`config.mk`:
```
export PLATFORM = sky130hd
export DESIGN_NAME = oriented_grid_offset_generator
export DESIGN_NICKNAME = d
export VERILOG_FILES = /design/src/hw/rtl/ogog_pkg.sv /design/src/hw/rtl/ogog_cfg.sv /design/src/hw/rtl/ogog_walk.sv /design/src/hw/rtl/ogog_offset.sv /design/src/hw/rtl/oriented_grid_offset_generator.sv
export SDC_FILE = /design/constraint.sdc
export NUM_CORES = 1
export LEC_CHECK = 0
export BUFFER_PORTS_ARGS = -buffer_cell sky130_fd_sc_hd__buf_2
export CAP_MARGIN = 25
export CORE_UTILIZATION = 50
export CTS_CLUSTER_SIZE = 10
export DETAILED_ROUTE_END_ITERATION = 10
export GPL_TIMING_DRIVEN = 1
export HOLD_SLACK_MARGIN = 0.08
export PLACE_DENSITY = 0.76
export SLEW_MARGIN = 20
export SYNTH_ARGS = -nofsm -noshare
export SYNTH_HDL_FRONTEND = slang
export SYNTH_SLANG_ARGS = --single-unit
```
`constraint.sdc`:
```
create_clock -name clk -period 26.6 [get_ports clk]
set_clock_uncertainty 0.05 [all_clocks]
set_input_delay 3.99 -clock clk [delete_from_list [all_inputs] [get_ports clk]]
set_output_delay 3.99 -clock clk [all_outputs]
set_load 0.01 [all_outputs]
```
`src/hw/rtl/ogog_pkg.sv`:
```
// Shared constants, types and a helper function for the oriented grid offset generator.
package ogog_pkg;

  localparam int MAX_EXTENT = 64;
  localparam int COORD_W    = $clog2(MAX_EXTENT);
  localparam int N_W        = COORD_W + 1;
  localparam int P_W        = 2 * N_W;
  localparam int EXT_REG_W  = 7;
  localparam int ORDER_W    = 3;
  localparam int CFG_IDX_W  = 3;
  localparam int CFG_DATA_W = 7;
  localparam int IDX_W      = 18;
  localparam int SUM_W      = P_W + COORD_W + 2;
  localparam int IN_DATA_W  = 8;
  localparam int OUT_DATA_W = 40;

  typedef enum logic [CFG_IDX_W-1:0] {
    REG_EXTENT_X   = 3'd0,
    REG_EXTENT_Y   = 3'd1,
    REG_EXTENT_Z   = 3'd2,
    REG_FORWARD_X  = 3'd3,
    REG_FORWARD_Y  = 3'd4,
    REG_FORWARD_Z  = 3'd5,
    REG_AXIS_ORDER = 3'd6
  } cfg_reg_t;

  typedef enum logic [ORDER_W-1:0] {
    ORDER_012 = 3'd0,
    ORDER_120 = 3'd1,
    ORDER_201 = 3'd2,
    ORDER_021 = 3'd3,
    ORDER_210 = 3'd4,
    ORDER_102 = 3'd5
  } axis_order_t;

  // Effective grid shape, with the pairwise extent products used as strides.
  typedef struct packed {
    logic [N_W-1:0]     n1;
    logic [N_W-1:0]     n2;
    logic [N_W-1:0]     n3;
    logic [2:0]         fwd;
    logic [ORDER_W-1:0] order;
    logic [P_W-1:0]     n12;
    logic [P_W-1:0]     n13;
    logic [P_W-1:0]     n23;
  } cfg_t;

  typedef struct packed {
    logic [COORD_W-1:0] x;
    logic [COORD_W-1:0] y;
    logic [COORD_W-1:0] z;
    logic               last;
  } point_t;

  // A zero extent acts as one, and large extents saturate.
  function automatic logic [N_W-1:0] eff_extent(input logic [EXT_REG_W-1:0] e);
    logic [N_W-1:0] r;
    if (e == '0) begin
      r = N_W'(1);
    end else if (int'(e) > MAX_EXTENT) begin
      r = N_W'(MAX_EXTENT);
    end else begin
      r = N_W'(e);
    end
    return r;
  endfunction

endpackage

```
`src/hw/rtl/ogog_cfg.sv`:
```
// Configuration registers, effective extents and registered extent products.
module ogog_cfg (
  input  logic                              clk,
  input  logic                              rst,
  input  logic                              cfg_we,
  input  logic [ogog_pkg::CFG_IDX_W-1:0]    cfg_index,
  input  logic [ogog_pkg::CFG_DATA_W-1:0]   cfg_data,
  output ogog_pkg::cfg_t                    cfg
);

  logic [ogog_pkg::EXT_REG_W-1:0] extent_x;
  logic [ogog_pkg::EXT_REG_W-1:0] extent_y;
  logic [ogog_pkg::EXT_REG_W-1:0] extent_z;
  logic                           forward_x;
  logic                           forward_y;
  logic                           forward_z;
  logic [ogog_pkg::ORDER_W-1:0]   axis_order;
  logic [ogog_pkg::N_W-1:0]       n1;
  logic [ogog_pkg::N_W-1:0]       n2;
  logic [ogog_pkg::N_W-1:0]       n3;
  logic [ogog_pkg::P_W-1:0]       n12;
  logic [ogog_pkg::P_W-1:0]       n13;
  logic [ogog_pkg::P_W-1:0]       n23;

  always_ff @(posedge clk) begin
    if (rst) begin
      extent_x   <= ogog_pkg::EXT_REG_W'(1);
      extent_y   <= ogog_pkg::EXT_REG_W'(1);
      extent_z   <= ogog_pkg::EXT_REG_W'(1);
      forward_x  <= 1'b1;
      forward_y  <= 1'b1;
      forward_z  <= 1'b1;
      axis_order <= ogog_pkg::ORDER_012;
    end else if (cfg_we) begin
      unique case (ogog_pkg::cfg_reg_t'(cfg_index))
        ogog_pkg::REG_EXTENT_X:   extent_x   <= cfg_data[ogog_pkg::EXT_REG_W-1:0];
        ogog_pkg::REG_EXTENT_Y:   extent_y   <= cfg_data[ogog_pkg::EXT_REG_W-1:0];
        ogog_pkg::REG_EXTENT_Z:   extent_z   <= cfg_data[ogog_pkg::EXT_REG_W-1:0];
        ogog_pkg::REG_FORWARD_X:  forward_x  <= cfg_data[0];
        ogog_pkg::REG_FORWARD_Y:  forward_y  <= cfg_data[0];
        ogog_pkg::REG_FORWARD_Z:  forward_z  <= cfg_data[0];
        ogog_pkg::REG_AXIS_ORDER: axis_order <= cfg_data[ogog_pkg::ORDER_W-1:0];
        default: ;
      endcase
    end
  end

  assign n1 = ogog_pkg::eff_extent(extent_x);
  assign n2 = ogog_pkg::eff_extent(extent_y);
  assign n3 = ogog_pkg::eff_extent(extent_z);

  // Products settle the cycle after a write, before any item may follow it.
  always_ff @(posedge clk) begin
    if (rst) begin
      n12 <= ogog_pkg::P_W'(1);
      n13 <= ogog_pkg::P_W'(1);
      n23 <= ogog_pkg::P_W'(1);
    end else begin
      n12 <= ogog_pkg::P_W'(n1) * ogog_pkg::P_W'(n2);
      n13 <= ogog_pkg::P_W'(n1) * ogog_pkg::P_W'(n3);
      n23 <= ogog_pkg::P_W'(n2) * ogog_pkg::P_W'(n3);
    end
  end

  always_comb begin
    cfg.n1    = n1;
    cfg.n2    = n2;
    cfg.n3    = n3;
    cfg.fwd   = {forward_z, forward_y, forward_x};
    cfg.order = axis_order;
    cfg.n12   = n12;
    cfg.n13   = n13;
    cfg.n23   = n23;
  end

endmodule

```
`src/hw/rtl/ogog_walk.sv`:
```
// Coordinate counters: picks the point for each accepted item and registers it.
module ogog_walk (
  input  logic                 clk,
  input  logic                 rst,
  input  ogog_pkg::cfg_t       cfg,
  input  logic                 in_valid,
  output logic                 in_ready,
  input  logic                 restart,
  output logic                 pt_valid,
  input  logic                 pt_ready,
  output ogog_pkg::point_t     pt
);

  logic [ogog_pkg::COORD_W-1:0] coord_x;
  logic [ogog_pkg::COORD_W-1:0] coord_y;
  logic [ogog_pkg::COORD_W-1:0] coord_z;
  logic [ogog_pkg::COORD_W-1:0] coord_x_next;
  logic [ogog_pkg::COORD_W-1:0] coord_y_next;
  logic [ogog_pkg::COORD_W-1:0] coord_z_next;
  logic                         wrap;
  logic                         accept;
  ogog_pkg::point_t             cur;
  logic [ogog_pkg::N_W-1:0]     inc_x;
  logic [ogog_pkg::N_W-1:0]     inc_y;
  logic [ogog_pkg::N_W-1:0]     inc_z;

  assign in_ready = !pt_valid || pt_ready;
  assign accept   = in_valid && in_ready;

  // The restart input, or a coordinate left out of range by shrunk extents, restarts the table.
  assign wrap = restart
             || ({1'b0, coord_x} >= cfg.n1)
             || ({1'b0, coord_y} >= cfg.n2)
             || ({1'b0, coord_z} >= cfg.n3);

  always_comb begin
    cur.x    = wrap ? '0 : coord_x;
    cur.y    = wrap ? '0 : coord_y;
    cur.z    = wrap ? '0 : coord_z;
    cur.last = ({1'b0, cur.x} == cfg.n1 - 1'b1)
            && ({1'b0, cur.y} == cfg.n2 - 1'b1)
            && ({1'b0, cur.z} == cfg.n3 - 1'b1);

    inc_x = {1'b0, cur.x} + 1'b1;
    inc_y = {1'b0, cur.y} + 1'b1;
    inc_z = {1'b0, cur.z} + 1'b1;
    coord_x_next = cur.x;
    coord_y_next = cur.y;
    coord_z_next = cur.z;
    if (inc_x < cfg.n1) begin
      coord_x_next = inc_x[ogog_pkg::COORD_W-1:0];
    end else begin
      coord_x_next = '0;
      if (inc_y < cfg.n2) begin
        coord_y_next = inc_y[ogog_pkg::COORD_W-1:0];
      end else begin
        coord_y_next = '0;
        coord_z_next = (inc_z < cfg.n3) ? inc_z[ogog_pkg::COORD_W-1:0] : '0;
      end
    end
  end

  always_ff @(posedge clk) begin
    if (rst) begin
      coord_x  <= '0;
      coord_y  <= '0;
      coord_z  <= '0;
      pt_valid <= 1'b0;
    end else if (accept) begin
      coord_x  <= coord_x_next;
      coord_y  <= coord_y_next;
      coord_z  <= coord_z_next;
      pt_valid <= 1'b1;
    end else if (pt_ready) begin
      pt_valid <= 1'b0;
    end
  end

  always_ff @(posedge clk) begin
    if (accept) begin
      pt <= cur;
    end
  end

endmodule

```
`src/hw/rtl/ogog_offset.sv`:
```
// Index and oriented offset of a registered point, held in the output register.
module ogog_offset (
  input  logic                            clk,
  input  logic                            rst,
  input  ogog_pkg::cfg_t                  cfg,
  input  logic                            pt_valid,
  output logic                            pt_ready,
  input  ogog_pkg::point_t                pt,
  output logic                            out_valid,
  input  logic                            out_ready,
  output logic [ogog_pkg::IDX_W-1:0]      out_index,
  output logic [ogog_pkg::IDX_W-1:0]      out_offset,
  output logic                            out_last
);

  logic [ogog_pkg::COORD_W-1:0] a1;
  logic [ogog_pkg::COORD_W-1:0] a2;
  logic [ogog_pkg::COORD_W-1:0] a3;
  logic [ogog_pkg::COORD_W-1:0] fast;
  logic [ogog_pkg::COORD_W-1:0] mid;
  logic [ogog_pkg::COORD_W-1:0] slow;
  logic [ogog_pkg::N_W-1:0]     mid_stride;
  logic [ogog_pkg::P_W-1:0]     slow_stride;
  logic [ogog_pkg::SUM_W-1:0]   index_sum;
  logic [ogog_pkg::SUM_W-1:0]   offset_sum;

  assign pt_ready = !out_valid || out_ready;

  always_comb begin
    a1 = cfg.fwd[0] ? pt.x
                    : ogog_pkg::COORD_W'(cfg.n1 - 1'b1 - {1'b0, pt.x});
    a2 = cfg.fwd[1] ? pt.y
                    : ogog_pkg::COORD_W'(cfg.n2 - 1'b1 - {1'b0, pt.y});
    a3 = cfg.fwd[2] ? pt.z
                    : ogog_pkg::COORD_W'(cfg.n3 - 1'b1 - {1'b0, pt.z});

    // Orders six and seven act as the last defined order.
    unique case (ogog_pkg::axis_order_t'(cfg.order))
      ogog_pkg::ORDER_012: begin
        fast = a1; mid = a2; slow = a3; mid_stride = cfg.n1; slow_stride = cfg.n12;
      end
      ogog_pkg::ORDER_120: begin
        fast = a3; mid = a1; slow = a2; mid_stride = cfg.n3; slow_stride = cfg.n13;
      end
      ogog_pkg::ORDER_201: begin
        fast = a2; mid = a3; slow = a1; mid_stride = cfg.n2; slow_stride = cfg.n23;
      end
      ogog_pkg::ORDER_021: begin
        fast = a1; mid = a3; slow = a2; mid_stride = cfg.n1; slow_stride = cfg.n13;
      end
      ogog_pkg::ORDER_210: begin
        fast = a3; mid = a2; slow = a1; mid_stride = cfg.n3; slow_stride = cfg.n23;
      end
      default: begin
        fast = a2; mid = a1; slow = a3; mid_stride = cfg.n2; slow_stride = cfg.n12;
      end
    endcase

    index_sum  = ogog_pkg::SUM_W'(pt.x)
               + ogog_pkg::SUM_W'(cfg.n1) * ogog_pkg::SUM_W'(pt.y)
               + ogog_pkg::SUM_W'(cfg.n12) * ogog_pkg::SUM_W'(pt.z);
    offset_sum = ogog_pkg::SUM_W'(fast)
               + ogog_pkg::SUM_W'(mid_stride) * ogog_pkg::SUM_W'(mid)
               + ogog_pkg::SUM_W'(slow_stride) * ogog_pkg::SUM_W'(slow);
  end

  always_ff @(posedge clk) begin
    if (rst) begin
      out_valid <= 1'b0;
    end else if (pt_ready) begin
      out_valid <= pt_valid;
    end
  end

  always_ff @(posedge clk) begin
    if (pt_valid && pt_ready) begin
      out_index  <= index_sum[ogog_pkg::IDX_W-1:0];
      out_offset <= offset_sum[ogog_pkg::IDX_W-1:0];
      out_last   <= pt.last;
    end
  end

endmodule

```
`src/hw/rtl/oriented_grid_offset_generator.sv`:
```
// Top level of the oriented grid offset generator: address table for a 3D transpose/flip.
//
//   channel   | direction | handshake         | contents
//   ----------+-----------+-------------------+--------------------------------------
//   s_        | in        | s_tvalid/s_tready | s_tdata[0] restart
//   m_        | out       | m_tvalid/m_tready | m_tdata table_index, oriented_offset;
//             |           |                   | m_tlast last
//   cfg_      | in        | cfg_we            | cfg_index selects, cfg_data writes
//
// One item per cycle is accepted unless both full stages stall. The coordinate counters
// step once per accepted item into the point register; index and offset are two stride
// multiplies and adds on the registered point, feeding the output register.
// A stalled output holds both stages and drops s_tready only when both are full.
// Synchronous reset clears the counters and stage valids and resets the configuration.
module oriented_grid_offset_generator (
  input  logic                               clk,
  input  logic                               rst,
  input  logic                               s_tvalid,
  output logic                               s_tready,
  input  logic [ogog_pkg::IN_DATA_W-1:0]     s_tdata,   // [0] restart, [7:1] zero
  output logic                               m_tvalid,
  input  logic                               m_tready,
  output logic [ogog_pkg::OUT_DATA_W-1:0]    m_tdata,   // [17:0] table_index,
                                                        // [35:18] oriented_offset,
                                                        // [39:36] zero
  output logic                               m_tlast,
  input  logic                               cfg_we,
  input  logic [ogog_pkg::CFG_IDX_W-1:0]     cfg_index,
  input  logic [ogog_pkg::CFG_DATA_W-1:0]    cfg_data
);

  ogog_pkg::cfg_t                cfg;
  ogog_pkg::point_t              pt;
  logic                          pt_valid;
  logic                          pt_ready;
  logic [ogog_pkg::IDX_W-1:0]    out_index;
  logic [ogog_pkg::IDX_W-1:0]    out_offset;

  ogog_cfg u_cfg (
    .clk       (clk),
    .rst       (rst),
    .cfg_we    (cfg_we),
    .cfg_index (cfg_index),
    .cfg_data  (cfg_data),
    .cfg       (cfg)
  );

  ogog_walk u_walk (
    .clk      (clk),
    .rst      (rst),
    .cfg      (cfg),
    .in_valid (s_tvalid),
    .in_ready (s_tready),
    .restart  (s_tdata[0]),
    .pt_valid (pt_valid),
    .pt_ready (pt_ready),
    .pt       (pt)
  );

  ogog_offset u_offset (
    .clk        (clk),
    .rst        (rst),
    .cfg        (cfg),
    .pt_valid   (pt_valid),
    .pt_ready   (pt_ready),
    .pt         (pt),
    .out_valid  (m_tvalid),
    .out_ready  (m_tready),
    .out_index  (out_index),
    .out_offset (out_offset),
    .out_last   (m_tlast)
  );

  assign m_tdata = {(ogog_pkg::OUT_DATA_W - 2 * ogog_pkg::IDX_W)'(0), out_offset, out_index};

endmodule

```
==> summary.md <==
| Metric | Value |
|---|---|
| Status | `complete, no violations` |
| GR met3 Demand/Resource | `under 10%` |
| Synth Instances | `between 2000 and 3000` |
| Crit path time final | `between 10 and 15 ns` |
| CP Class | `reg2reg` |
| Initial Utilization | `between 50% and 60%` |
| #FFs+latches synth | `approximately 150` |
| GR Overflow Total | `0` |
| First-pass GRT wire length | `roughly 90 mm` |
| Critical Path Sink Type | `flop` |
| Worst path arrival time | `~11 ns` |
| Layout area overhead | `6.825%` |
| Slew HR | `between 20% and 30%` |
| Fill cells | `3813` |
| Number of synthesized flops with an enable pin | `56` |
| Layout Cell Area excl Fill | `roughly 23000 um^2` |
| Fmax achieved | `90.47 MHz` |
| Pre-antenna DRT Iters | `6` |
| Ant diodes | `0` |
| DP Wirelength | `between 40 and 50 mm` |
| WL/cell | `around 18 um` |
| Slowest-stage cell, CP | `o31ai_1` |
| Critical Path Max Stage Delay | `approximately 0.90 ns` |
| Tot GR Track Use | `a little over a quarter` |
| Clk slew on worst S/H paths | `0.07 ns` |
| Syn Area/Cell | `approximately 8.5 um^2` |
| Crit path max-delay family | `adder cells` |
| Die area | `about 44000 um^2` |
| Vias per inst | `between 5 and 6` |
| Met1 Use GR | `34.06%` |
| Register area | `3463 um^2` |
| Most used DFF post-synth | `dfxtp_1` |
| Post-Route WL | `56.93 mm` |
| Placement Cell Area | `between 20000 and 25000 um^2` |
| Number of max-cap violations | `0` |
| CTS H-tree lvls | `4` |
| Vias in the first global route | `17960` |
| Met2 global-route usage | `between 40 and 50%` |
| Fraction of layout cells with a size suffix above 1 | `approximately 5.8%` |
| Final core utilization | `54.31%` |
| Pins Over Slew Limit | `0` |
| RePlAce Congestion | `between 0.9 and 1` |
| Post-cts resize count | `0` |
| DRC violations left | `0` |
| Clock buffer depth | `2` |
| IO buf count | `54` |
| Pwr dens | `33.20 nW/um^2` |
| Syn. warnings | `0` |
| Fin crit share | `between 40 and 50%` |
| Chip Height | `between 200 and 250 um` |
| # rows | `75` |
| Drt initial violations | `roughly 1500` |
| Setup TNS | `0 ns` |
| P_leak | `about 12 nW` |
| Hold_ws | `approximately 0.40 ns` |
| Share of synthesized registers carrying an async set or reset | `0%` |
| Cell Area, Synth | `approximately 21000 um^2` |
| Worst vdd ir | `approximately 0.037 mV` |
| Max FO, Critical Path | `15` |
| Num CTS Buffers | `17` |
| I/O pin cnt | `between 60 and 70` |
| Finish-stage setup viols | `0` |
| Global routing's busiest layer | `met2` |
| Hold/Removal Path Class | `reg2reg` |
| Buf/Inv on CP | `5` |
| Final layout net count | `roughly 3100` |
| Count of cell types in the netlist | `80` |
| Final Hold Fails | `0` |
| Setup bufs post-CTS | `0` |
| Seq/Total Area, Yosys | `between 10% and 20%` |
| Clk_lat worst skew | `between 0.4 and 0.5 ns` |
| Clock Sinks | `145` |
| Die width | `~210 um` |
| Critical Path Most Common Cell | `fa_1` |
| Final ANT Viol Nets | `0` |
| Root Driver | `clkbuf_16` |
| CTS tree | `done` |
| Crit path launch type | `flop` |
| Largest net degree at the start of global routing | `approximately 80` |
| Vias | `17740` |
| Multi-input logic area | `~16000 um^2` |
| Initial antenna violation count | `0` |
| Worst slew pin tran | `1.094 ns` |
| Worst Path Required | `roughly 27 ns` |
| Hold Buf Count CTS | `0` |
| RSZ-0062 raised after global routing | `no` |
| Total power | `about 0.76 mW` |
| Core area | `42040 um^2` |
## per-layer routing
metal | part of all wire (%) | vias up
met1 | 41 | 8591
li1 | - | 8277
met4 | 4.4 | 0
met3 | 8.4 | 156
met2 | 46 | 717
met5 | 0 | -
## final timing paths
kind | startpoint | endpoint | slack [ns] | cells past startpoint
max | u_cfg.extent_x[3] | u_offset.out_offset[17] | 15.55 | 38
min | u_walk.pt[0] | u_offset.out_last | 0.40 | 0
max reg2reg | u_cfg.extent_x[3] | u_offset.out_offset[17] | 15.55 | 38
min reg2reg | u_walk.pt[0] | u_offset.out_last | 0.40 | 0
## power breakdown
group          switching [mW]  leakage (nW)  internal, mW
logic                   0.153          10.0        0.0987
registers             0.00786          1.27         0.249
clock network           0.112         0.292         0.138
total                   0.273          11.6         0.486
## kinds of logic after synthesis
kind of cell               count (synthesis)  synth area share, %
DFF                                      145                16.20
xor gates and xnor gates                 117                4.859
other                                      1              0.01754
muxes                                     36                1.703
adders and majority gates                531                39.55
buffers and inverters                    457                8.160
and+or+nand+nor                          871                18.30
AOI/OAI and AO/OA                        362                11.21
## metrics by stage
stage                     instances  setup slack (ns)
final                          3092             15.55
after global routing           3092             14.83
after CTS                      3091             15.67
after detailed placement       3059             15.70
after global placement         3057             15.78
after floorplan                2523             17.30
## flip-flops by register name, indices dropped and copies added, names as in the netlist
name	count
u_cfg.forward_y	1
u_cfg.forward_z	1
u_cfg.extent_z	7
u_offset.out_offset	18
u_walk.coord_z	6
u_offset.out_index	18
u_cfg.extent_y	7
u_walk.coord_x	6
u_walk.pt	19
u_offset.out_valid	1
u_offset.out_last	1
u_cfg.axis_order	3
u_cfg.forward_x	1
u_walk.pt_valid	1
u_cfg.extent_x	7
u_cfg.n12	14
u_cfg.n13	14
u_walk.coord_y	6
u_cfg.n23	14
## cell usage after synthesis, types with 18 or more instances
master    instances  share of area, %
a21o_1           33               1.2
a21oi_1          95               2.2
a22oi_1          27              0.95
and2_1           63               1.8
buf_1            18              0.32
clkbuf_1         60               1.1
dfxtp_1          89               8.3
edfxtp_1         56               7.9
fa_1            241                23
ha_1            290                17
inv_1           354               6.2
mux2i_1          33               1.5
nand2_1         348               6.1
nand2b_1         18              0.53
nand3_1          35              0.82
nor2_1          249               4.4
nor2b_1          66               1.9
nor3_1           33              0.77
o21a_1           20              0.70
o21ai_0          60               1.4
o22ai_1          18              0.53
xnor2_1          68               2.8
xor2_1           48               2.0
## cells in the final DEF (no fill, tap or decap), types with 30 or more instances in the layout
cell type  netlist  final
inv_1          354    354
nand2_1        348    348
ha_1           290    290
nor2_1         249    249
fa_1           241    241
a21oi_1         95     95
dfxtp_1         89     89
xnor2_1         68     68
nor2b_1         66     65
and2_1          63     63
o21ai_0         60     60
edfxtp_1        56     56
buf_2            5     55
xor2_1          48     48
nand3_1         35     35
a21o_1          33     33
mux2i_1         33     33
nor3_1          33     33
buf_4            6     30
## cell type report
class / count / share of cell area (%)
Multi-Input combinational cell: 1921 / 70.91
Tap cell: 539 / 2.954
Inverter: 368 / 6.050
Clock buffer: 19 / 1.989
Clock inverter: 13 / 0.6137
Timing Repair Buffer: 87 / 2.312
Sequential cell: 145 / 15.17
## worst reg2reg max path: cells and delay by family, from the launching register on
kind / cells / cell delay (ns)
compound gates: 12 / 3.09
fa+ha+maj: 9 / 3.59
simple gates: 9 / 1.81
xor+xnor: 3 / 1.16
buf+inv: 5 / 0.75
flops: 1 / 0.35
No activity file was read; power rests on OpenSTA's default activity.
